--- src/rtl/bimthin_pkg.sv ---
// Shared types and constants for the binary image thinning block.
package bimthin_pkg;

    // Payload field widths
    localparam int KIND_W    = 2;
    localparam int IN_ROW_W  = 7;
    localparam int IN_COL_W  = 7;
    localparam int PIX_W     = 8;
    localparam int CNT_W     = 14;
    localparam int CFG_W     = 8;
    localparam int CFG_IDX_W = 1;

    // Item kinds
    localparam logic [KIND_W-1:0] KIND_LOAD = 2'd0;
    localparam logic [KIND_W-1:0] KIND_RUN  = 2'd1;
    localparam logic [KIND_W-1:0] KIND_READ = 2'd2;

    // Configuration register indexes
    localparam logic [CFG_IDX_W-1:0] CFG_IMAGE_WIDTH  = 1'b0;
    localparam logic [CFG_IDX_W-1:0] CFG_IMAGE_HEIGHT = 1'b1;
    localparam logic [CFG_W-1:0]     CFG_DIM_RESET    = 8'd128;
    localparam logic [CFG_W-1:0]     MIN_DIM          = 8'd3;

    // Pixel coding and thinning rule limits
    localparam logic [PIX_W-1:0] FG_BYTE   = 8'd255;
    localparam logic [PIX_W-1:0] BG_BYTE   = 8'd0;
    localparam logic [3:0]       MIN_NBRS  = 4'd2;
    localparam logic [3:0]       MAX_NBRS  = 4'd6;
    localparam logic [CNT_W-1:0] COUNT_MAX = 14'd16383;
    localparam logic [1:0]       EMPTY_STOP = 2'd2;

    // 3x3 ring around the pixel under test
    typedef struct packed {
        logic n;
        logic ne;
        logic e;
        logic se;
        logic s;
        logic sw;
        logic w;
        logic nw;
    } nbr_t;

endpackage

--- src/rtl/bimthin_eval.sv ---
// Zhang-Suen deletion test for one foreground pixel's neighborhood.
module bimthin_eval (
    input  bimthin_pkg::nbr_t nbrs,
    input  logic              odd_phase,
    output logic              deletable
);

    logic [7:0] ring;
    logic [7:0] rise_vec;
    logic [3:0] nbr_cnt;
    logic       cnt_ok;
    logic       phase_ok;

    // ring[k] walks N, NE, E, SE, S, SW, W, NW
    assign ring = {nbrs.nw, nbrs.w, nbrs.sw, nbrs.s, nbrs.se, nbrs.e, nbrs.ne, nbrs.n};

    // 0-to-1 transitions around the closed ring
    always_comb
    begin
        for (int k = 0; k < 8; k++)
        begin
            rise_vec[k] = !ring[k] && ring[(k + 1) % 8];
        end
    end

    assign nbr_cnt = 4'($countones(ring));
    assign cnt_ok  = (nbr_cnt >= bimthin_pkg::MIN_NBRS) && (nbr_cnt <= bimthin_pkg::MAX_NBRS);

    // Phase product tests
    always_comb
    begin
        if (odd_phase)
        begin
            phase_ok = !(nbrs.n & nbrs.e & nbrs.s) && !(nbrs.e & nbrs.s & nbrs.w);
        end
        else
        begin
            phase_ok = !(nbrs.n & nbrs.e & nbrs.w) && !(nbrs.n & nbrs.s & nbrs.w);
        end
    end

    assign deletable = cnt_ok && $onehot(rise_vec) && phase_ok;

endmodule

--- config.mk ---
export PLATFORM = sky130hd
export DESIGN_NAME = bimthin_eval
export DESIGN_NICKNAME = d
export VERILOG_FILES = /design/src/rtl/bimthin_pkg.sv /design/src/rtl/bimthin_eval.sv
export SDC_FILE = /design/constraint.sdc
export NUM_CORES = 1
export LEC_CHECK = 0
export BUFFER_PORTS_ARGS = -buffer_cell sky130_fd_sc_hd__buf_2
export CORE_AREA = 4 4 41 43
export DETAILED_ROUTE_END_ITERATION = 8
export DIE_AREA = 0 0 45 47
export PLACE_DENSITY_LB_ADDON = 0.15
export SYNTH_ARGS = -nofsm -noshare
export SYNTH_HDL_FRONTEND = slang
export SYNTH_SLANG_ARGS = --single-unit
--- constraint.sdc ---
create_clock -name vclk -period 7.7
set_input_delay 0.385 -clock vclk [all_inputs]
set_output_delay 0.385 -clock vclk [all_outputs]
set_load 0.05 [all_outputs]
==> results of run 1 <==
-- final timing paths --
| path | to | cells past startpoint |
|---|---|---|
| worst max-delay path | deletable | 14 |
| worst min-delay path | deletable | 4 |
-- area by class of cell --
class / count / area [um^2] / share of cell area [%]
Timing Repair Buffer: 10 / 50.0 / 9.46
Inverter: 18 / 67.6 / 12.8
Multi-Input combinational cell: 36 / 393 / 74.2
Tap cell: 15 / 18.8 / 3.55
-- stage by stage --
stage | utilization, % | worst slack, ns | instances | hold slack (ns) | instance area [um^2]
6_report | 40.7 | 3.50 | 79 | 1.31 | 529
5_1_grt | 40.7 | 3.33 | 79 | 1.34 | 529
4_1_cts | 40.7 | 3.47 | 79 | 1.32 | 529
3_5_place_dp | 40.7 | 3.48 | 79 | 1.31 | 529
3_3_place_gp | 40.7 | 3.51 | 79 | 1.33 | 529
2_1_floorplan | - | 3.71 | 54 | 1.16 | 460
-- routing by layer --
metal | up-vias | global-route usage (%) | share of wire (%)
met5 | - | 0 | 0
met4 | 0 | 0 | 0
met3 | 0 | 0 | 4.3
met2 | 8 | 16.9 | 44
met1 | 164 | 14.2 | 52
li1 | 190 | - | -
-- placed cells by master, fill, tap and decap left out, drive strengths merged --
cell	count
and2	1
nand3	1
o32ai	1
o211ai	1
nor2	3
ha	7
a21oi	1
xor2	1
fa	8
nand2b	1
and4	1
inv	18
nor3b	1
nand2	3
mux2	2
and3b	1
nor2b	1
a32oi	1
buf	10
a211o	1
-- worst max-delay path, delay by kind of cell --
| kind | cells | cell delay [ns] |
|---|---|---|
| fa+ha+maj | 5 | 2.14 |
| buf+inv | 5 | 0.59 |
| compound gates | 2 | 0.40 |
| simple gates | 2 | 0.30 |
-- report_power, final --
part | internal [mW] | total, mW | switching (mW)
Combinational | 0.0277 | 0.0618 | 0.0341
Clock | 0 | 0 | 0
Sequential | 0 | 0 | 0
Total | 0.0277 | 0.0618 | 0.0341
-- kinds of logic (layout without fill, tap and decap cells) --
group           after synthesis  in the layout  synth area share (%)
compound gates                5              5                  8.42
mux                           2              2                  5.71
fa+ha+maj                    15             15                  53.8
xor+xnor                      1              1                  1.90
buf+inv                      18             28                  14.7
simple gates                 13             13                  15.5
==> impl_results.md, run 1 <==
- CP startpoint kind: input port
- Worst slew pin tran: 0.256 ns
- Clock buf count: 0
- Hold Fails Final Rpt: 0
- Top cells by count, synth: 18 x inv_1, 8 x fa_1, 7 x ha_1, 3 x nand2_1, 3 x nor2_1
- Fin crit period: 4.20 ns
- Run status: complete, no violations
- Initial antenna violation count: 0
- Hold_sp: nbrs[7]
- Distinct cells, synth: 20
- Max-slew violation count: 0
- Rows: 13
- Seq Cell Count: 0
- CP max stage delay: 0.58 ns
- GPL Wtd Cong: 0.670
- Average wire per standard cell: 10.3 um
- Boundary pin count: 10
- Maximum fanout along the worst path: 3
- Post-synthesis instance area: 460 um^2
- Pwr Density: 117 nW/um^2
- Antenna-violating nets left: 0
- Total gr overflow: 0
- Cells along the critical path: buf_2, inv_1, nand2_1, fa_1, inv_1, fa_1, fa_1, ha_1, inv_1, fa_1, a211o_1, a32oi_1, and4_1, buf_2
- Die Y: 47 um
- PostCTS Resize Cnt: 0
- Setup TNS: 0 ns
- Maxcap violations: 0
- Ratio of cells with drive above 1 in the final layout: 17.2%
- Critical Path End Type: primary output
- CP max stage cell: fa_1
- Worst IR drop on VDD: ~55 uV
- Worst EP arrival: 3.82 ns
- Most frequent cell after synthesis: inv_1
- Max-slew headroom: 82.9%
- Ys Warns: 0
- Area leader, netlist: fa_1
- Top cell by count, worst path: fa_1
- RSZ-0062 raised after global routing: no
- Yosys top cell area share: between 30% and 40%
- Post-detail-place hpwl: roughly 790 um
- Gr usage total: 9.63%
- Port Buffer Count: 10
- First-pass GRT wire length: 1.57 mm
- Syn_nets: 78
- Count of hold-fix buffers inserted at cts: 0
- Critical Path RT: 7.32 ns
- DR iter-0 viols: 1
- Diode count: 0
- DR pass1 iterations: 2
- Max frequency: 238 MHz
- Top post-synthesis cells by area: fa_1 35%, ha_1 19%, inv_1 15%, mux2_4 3.3%, mux2_1 2.4%
- Worst hold-check path type: in2out
- Crit path from: nbrs[7]
- DRC Markers: 0
- Via-per-instance ratio: 4.58
- Register area: 0 um^2
- Vias in the first global route: 376
- Mean Syn Cell Area: 8.53 um^2
- Synthesized instance count: 54
- Routed WL: 812 um
- Total power: 0.0618 mW
- Die width: 45 um
- Post-CTS setup buffers: 0
- NumNets Final: 90
- Area Growth Syn to Fin: 14.9%
- Crit share post-route: 54.6%
- Placeable Area: 1300 um^2
- Die area: ~2100 um^2
- Largest net degree at the start of global routing: 6
- Routed via count: 362
- Final setup fails: 0
- Initial Util: between 30% and 40%
- Leakage: around 0.3 nW
- CP Class: in2out
- Fill count: 147
- Sequential share of the synthesized area: 0%
(Power assumes the default switching activity.)
==> run 2: changes to the inputs <==
Clock period 7.7 ns to 4.1 ns, I/O delays scaled along.
==> impl_results.md, run 2 (synthesis gave the netlist of run 1 again) <==
- Clk pwr share: 0%
- CP max stage cell: fa_1
- Vias in the first global route: 387
- Final setup fails: 0
- GPL Wtd Cong: around 0.7
- Buf/Inv on CP: 5
- Most common cell after layout, fill and taps aside: inv_1
- Largest net degree at the start of global routing: 6
- Average wire per standard cell: between 10 and 15 um
- Run status: complete, no violations
- CP max stage delay: 0.57 ns
- Critical Path End Type: primary output
- CP Class: in2out
- Die Y: 47 um
- Setup ws final: about 0.28 ns
- Combinational power share: 100.0%
- Top cell by count, worst path: fa_1
- Antenna-violating nets left: 0
- Worst EP arrival: 3.62 ns
- Seq Cell Count: 0
- Fin crit period: 3.82 ns
- Routed via count: between 300 and 400
- Rows: 13
- First-pass GRT wire length: 1.63 mm
- Sequential Power Share: 0%
- PostCTS Resize Cnt: 0
- Hold Fails Final Rpt: 0
- Worst hold-check path type: in2out
- Worst IR drop on VDD: 109 uV
- Total gr overflow: 0
- Setup TNS: 0 ns
- Post-Place Worst Slack: 0.275 ns
- Cell-internal power: approximately 0.052 mW
- Port Buffer Count: 10
- DRC Markers: 0
- Crit share post-route: 93.2%
- Ratio of cells with drive above 1 in the final layout: 17.2%
- Leakage: 0.300 nW
- Critical Path RT: 3.89 ns
- Post-CTS setup buffers: 0
- Area Growth Syn to Fin: 14.9%
- Die width: 45 um
- Max-slew headroom: 83.4%
- Pwr Density: 217 nW/um^2
- NumNets Final: 90
- Die area: 2120 um^2
- Routed WL: 857 um
- Diode count: 0
- RSZ-0062 raised after global routing: no
- Initial Util: 35.4%
- Most frequent cells in the layout: 18 x inv_1, 10 x buf_2, 8 x fa_1, 7 x ha_1
- Gr usage total: roughly a tenth
- DR pass1 iterations: 4
- Clock buf count: 0
- Initial antenna violation count: 0
- Register area: 0 um^2
- Post-detail-place hpwl: about 810 um
- Count of hold-fix buffers inserted at cts: 0
- Worst slew pin tran: 0.251 ns
- Via-per-instance ratio: 4.62
- Hold Path Stages: 4
- Maxcap violations: 0
- Maximum fanout along the worst path: 3
- Worst Hold End: deletable
- Placeable Area: 1300 um^2
- Hold_sp: nbrs[7]
- Boundary pin count: 10
- Max frequency: 262 MHz
- DR iter-0 viols: 7
- CP delay by family, top: adder cells
- Max-slew violation count: 0
- Psw: 0.0634 mW
- Fill count: 153
- CP startpoint kind: input port
- Cells along the critical path: buf_2, inv_1, nand2_1, fa_1, inv_1, fa_1, fa_1, ha_1, inv_1, fa_1, a211o_1, a32oi_1, and4_1, buf_2
- Switching power share of the total: between 50% and 60%
run 2: cell counts in the layout (fill, tap and decap cells not counted):
No cell type changed its count.
run 2: worst max-delay path by stage:
stage	from	end	slack (ns)	cells after the start
detailed placement	nbrs[7]	deletable	0.27	14
finish	nbrs[7]	deletable	0.28	14
global placement	nbrs[7]	deletable	0.25	14
global route	nbrs[7]	deletable	0.08	14
CTS	nbrs[7]	deletable	0.25	14
floorplan	nbrs[7]	deletable	0.47	12
run 2: layout make-up:
class	count	area [um^2]	area share [%]
Inverter	18	67.6	12.8
Tap cell	15	18.8	3.55
Timing Repair Buffer	10	50.0	9.46
Multi-Input combinational cell	36	393	74.2
run 2: power groups by stage:
stage	Combinational [mW]	Clock [mW]	Sequential, mW
floorplan	0.0888	0	0
global placement	0.118	0	0
detailed placement	0.117	0	0
CTS	0.118	0	0
global route	0.135	0	0
finish	0.115	0	0
run 2: routing by layer:
| metal | global-route usage (%) | wire (um) | vias up |
|---|---|---|---|
| met3 | 0.383 | 47 | 0 |
| met1 | 15.3 | 456 | 166 |
| met2 | 16.1 | 353 | 10 |
| met5 | 0 | 0 | - |
| li1 | - | - | 189 |
| met4 | 0 | 0 | 0 |
run 2: stage by stage:
step                      hold slack (ns)  util [%]  total power, mW  std cells  area (um^2)
final                               0.954      40.7            0.115         79          529
after global routing                 1.01      40.7            0.135         79          529
after CTS                           0.962      40.7            0.118         79          529
after detailed placement            0.956      40.7            0.117         79          529
after global placement              0.965      40.7            0.118         79          529
after floorplan                     0.799         -           0.0888         54          460
==> run 3: changes to the inputs <==
Clock period 4.1 ns to 4.52 ns, I/O delays scaled along.
==> impl_results.md, run 3 (synthesis gave the netlist of run 1 again) <==
- Most common cell after layout, fill and taps aside: inv_1
- Critical Path RT: between 4 and 5 ns
- Maxcap violations: 0
- Final setup fails: 0
- Seq Cell Count: 0
- DR iter-0 viols: 4
- Initial Util: 35.4%
- Crit path from: nbrs[7]
- Maximum fanout along the worst path: 3
- Worst EP arrival: 3.67 ns
- Boundary pin count: 10
- Leakage: between 0.2 and 0.3 nW
- Final Util: 40.7%
- Critical path destination: deletable
- Clock buf count: 0
- Critical path depth in cells: 14
- Area Growth Syn to Fin: 14.9%
- CP Class: in2out
- RSZ-0062 raised after global routing: no
- Most frequent cells in the layout: 18 x inv_1, 10 x buf_2, 8 x fa_1, 7 x ha_1
- Setup TNS: 0 ns
- Total gr overflow: 0
- First-pass GRT wire length: 1.52 mm
- Initial antenna violation count: 0
- Count of hold-fix buffers inserted at cts: 0
- CP startpoint kind: input port
- Routed via count: 366
- Port Buffer Count: 10
- Pwr Density: 195 nW/um^2
- CP max stage cell: fa_1
- Worst slew pin tran: 0.246 ns
- Post-detail-place hpwl: 753 um
- Max-slew violation count: 0
- Antenna-violating nets left: 0
- Hold Fails Final Rpt: 0
- Buf/Inv on CP: 5
- DR pass1 iterations: 4
- Top cell by count, worst path: fa_1
- Post-Layout Cell Count: 79
- Worst IR drop on VDD: around 100 uV
- Routed WL: 766 um
- CP delay by family, top: adder cells
- Gr usage total: 9.16%
- Crit share post-route: between 80% and 90%
- Via-per-instance ratio: 4.63
- Post-Place Worst Slack: 0.633 ns
- GPL Wtd Cong: 0.639
- Average wire per standard cell: 9.70 um
- Ratio of cells with drive above 1 in the final layout: between 10% and 20%
- Largest net degree at the start of global routing: 6
- Diode count: 0
- Setup ws final: 0.628 ns
- NumNets Final: 90
- Die area: roughly 2100 um^2
- Rows: 13
- Register area: 0 um^2
- PostCTS Resize Cnt: 0
- Die width: 45 um
- Placeable Area: 1300 um^2
- Max-slew headroom: 83.7%
- Run status: complete, no violations
- Worst hold-check path type: in2out
- Max frequency: 257 MHz
- CP max stage delay: 0.56 ns
- Vias in the first global route: approximately 370
- Cells along the critical path: buf_2, inv_1, nand2_1, fa_1, inv_1, fa_1, fa_1, ha_1, inv_1, fa_1, a211o_1, a32oi_1, and4_1, buf_2
- Fin crit period: 3.89 ns
- DRC Markers: 0
- Post-CTS setup buffers: 0
- Die Y: about 47 um
- Critical Path End Type: primary output
- DP Cell Count: 79
## run 3: cell counts in the layout (fill, tap and decap cells not counted)
Identical to the previous run, type by type.
## run 3: through the flow
stage	instance area, um^2	total power [mW]	hold WS [ns]
2_1_floorplan	460	0.0806	0.841
3_3_place_gp	529	0.105	0.987
3_5_place_dp	529	0.106	0.986
4_1_cts	529	0.106	0.993
5_1_grt	529	0.122	1.03
6_report	529	0.103	0.984
## run 3: worst min path at each step
stage | from | end | cells after the start
final | nbrs[7] | deletable | 4
after global routing | nbrs[7] | deletable | 4
after CTS | nbrs[7] | deletable | 4
after detailed placement | nbrs[7] | deletable | 4
after global placement | nbrs[7] | deletable | 4
after floorplan | nbrs[3] | deletable | 2
## run 3: routing by layer
layer,part of all wire (%),routed length (um),global-route usage (%)
met1,52,397,13.5
met5,0,0,0
met3,6.5,50,0.383
met2,41,317,15.8
met4,0,0,0
## run 3: power by group
group	internal, mW	leakage [nW]	switching [mW]
registers	0	0	0
clock network	0	0	0
logic	0.0466	0.300	0.0567
## run 3: final cells by class
| cell class | instances | area, um^2 |
|---|---|---|
| fillers | 153 | 772 |
| inverters | 18 | 67.6 |
| multi-input cells | 36 | 393 |
| well taps | 15 | 18.8 |
| repair buffers | 10 | 50.0 |
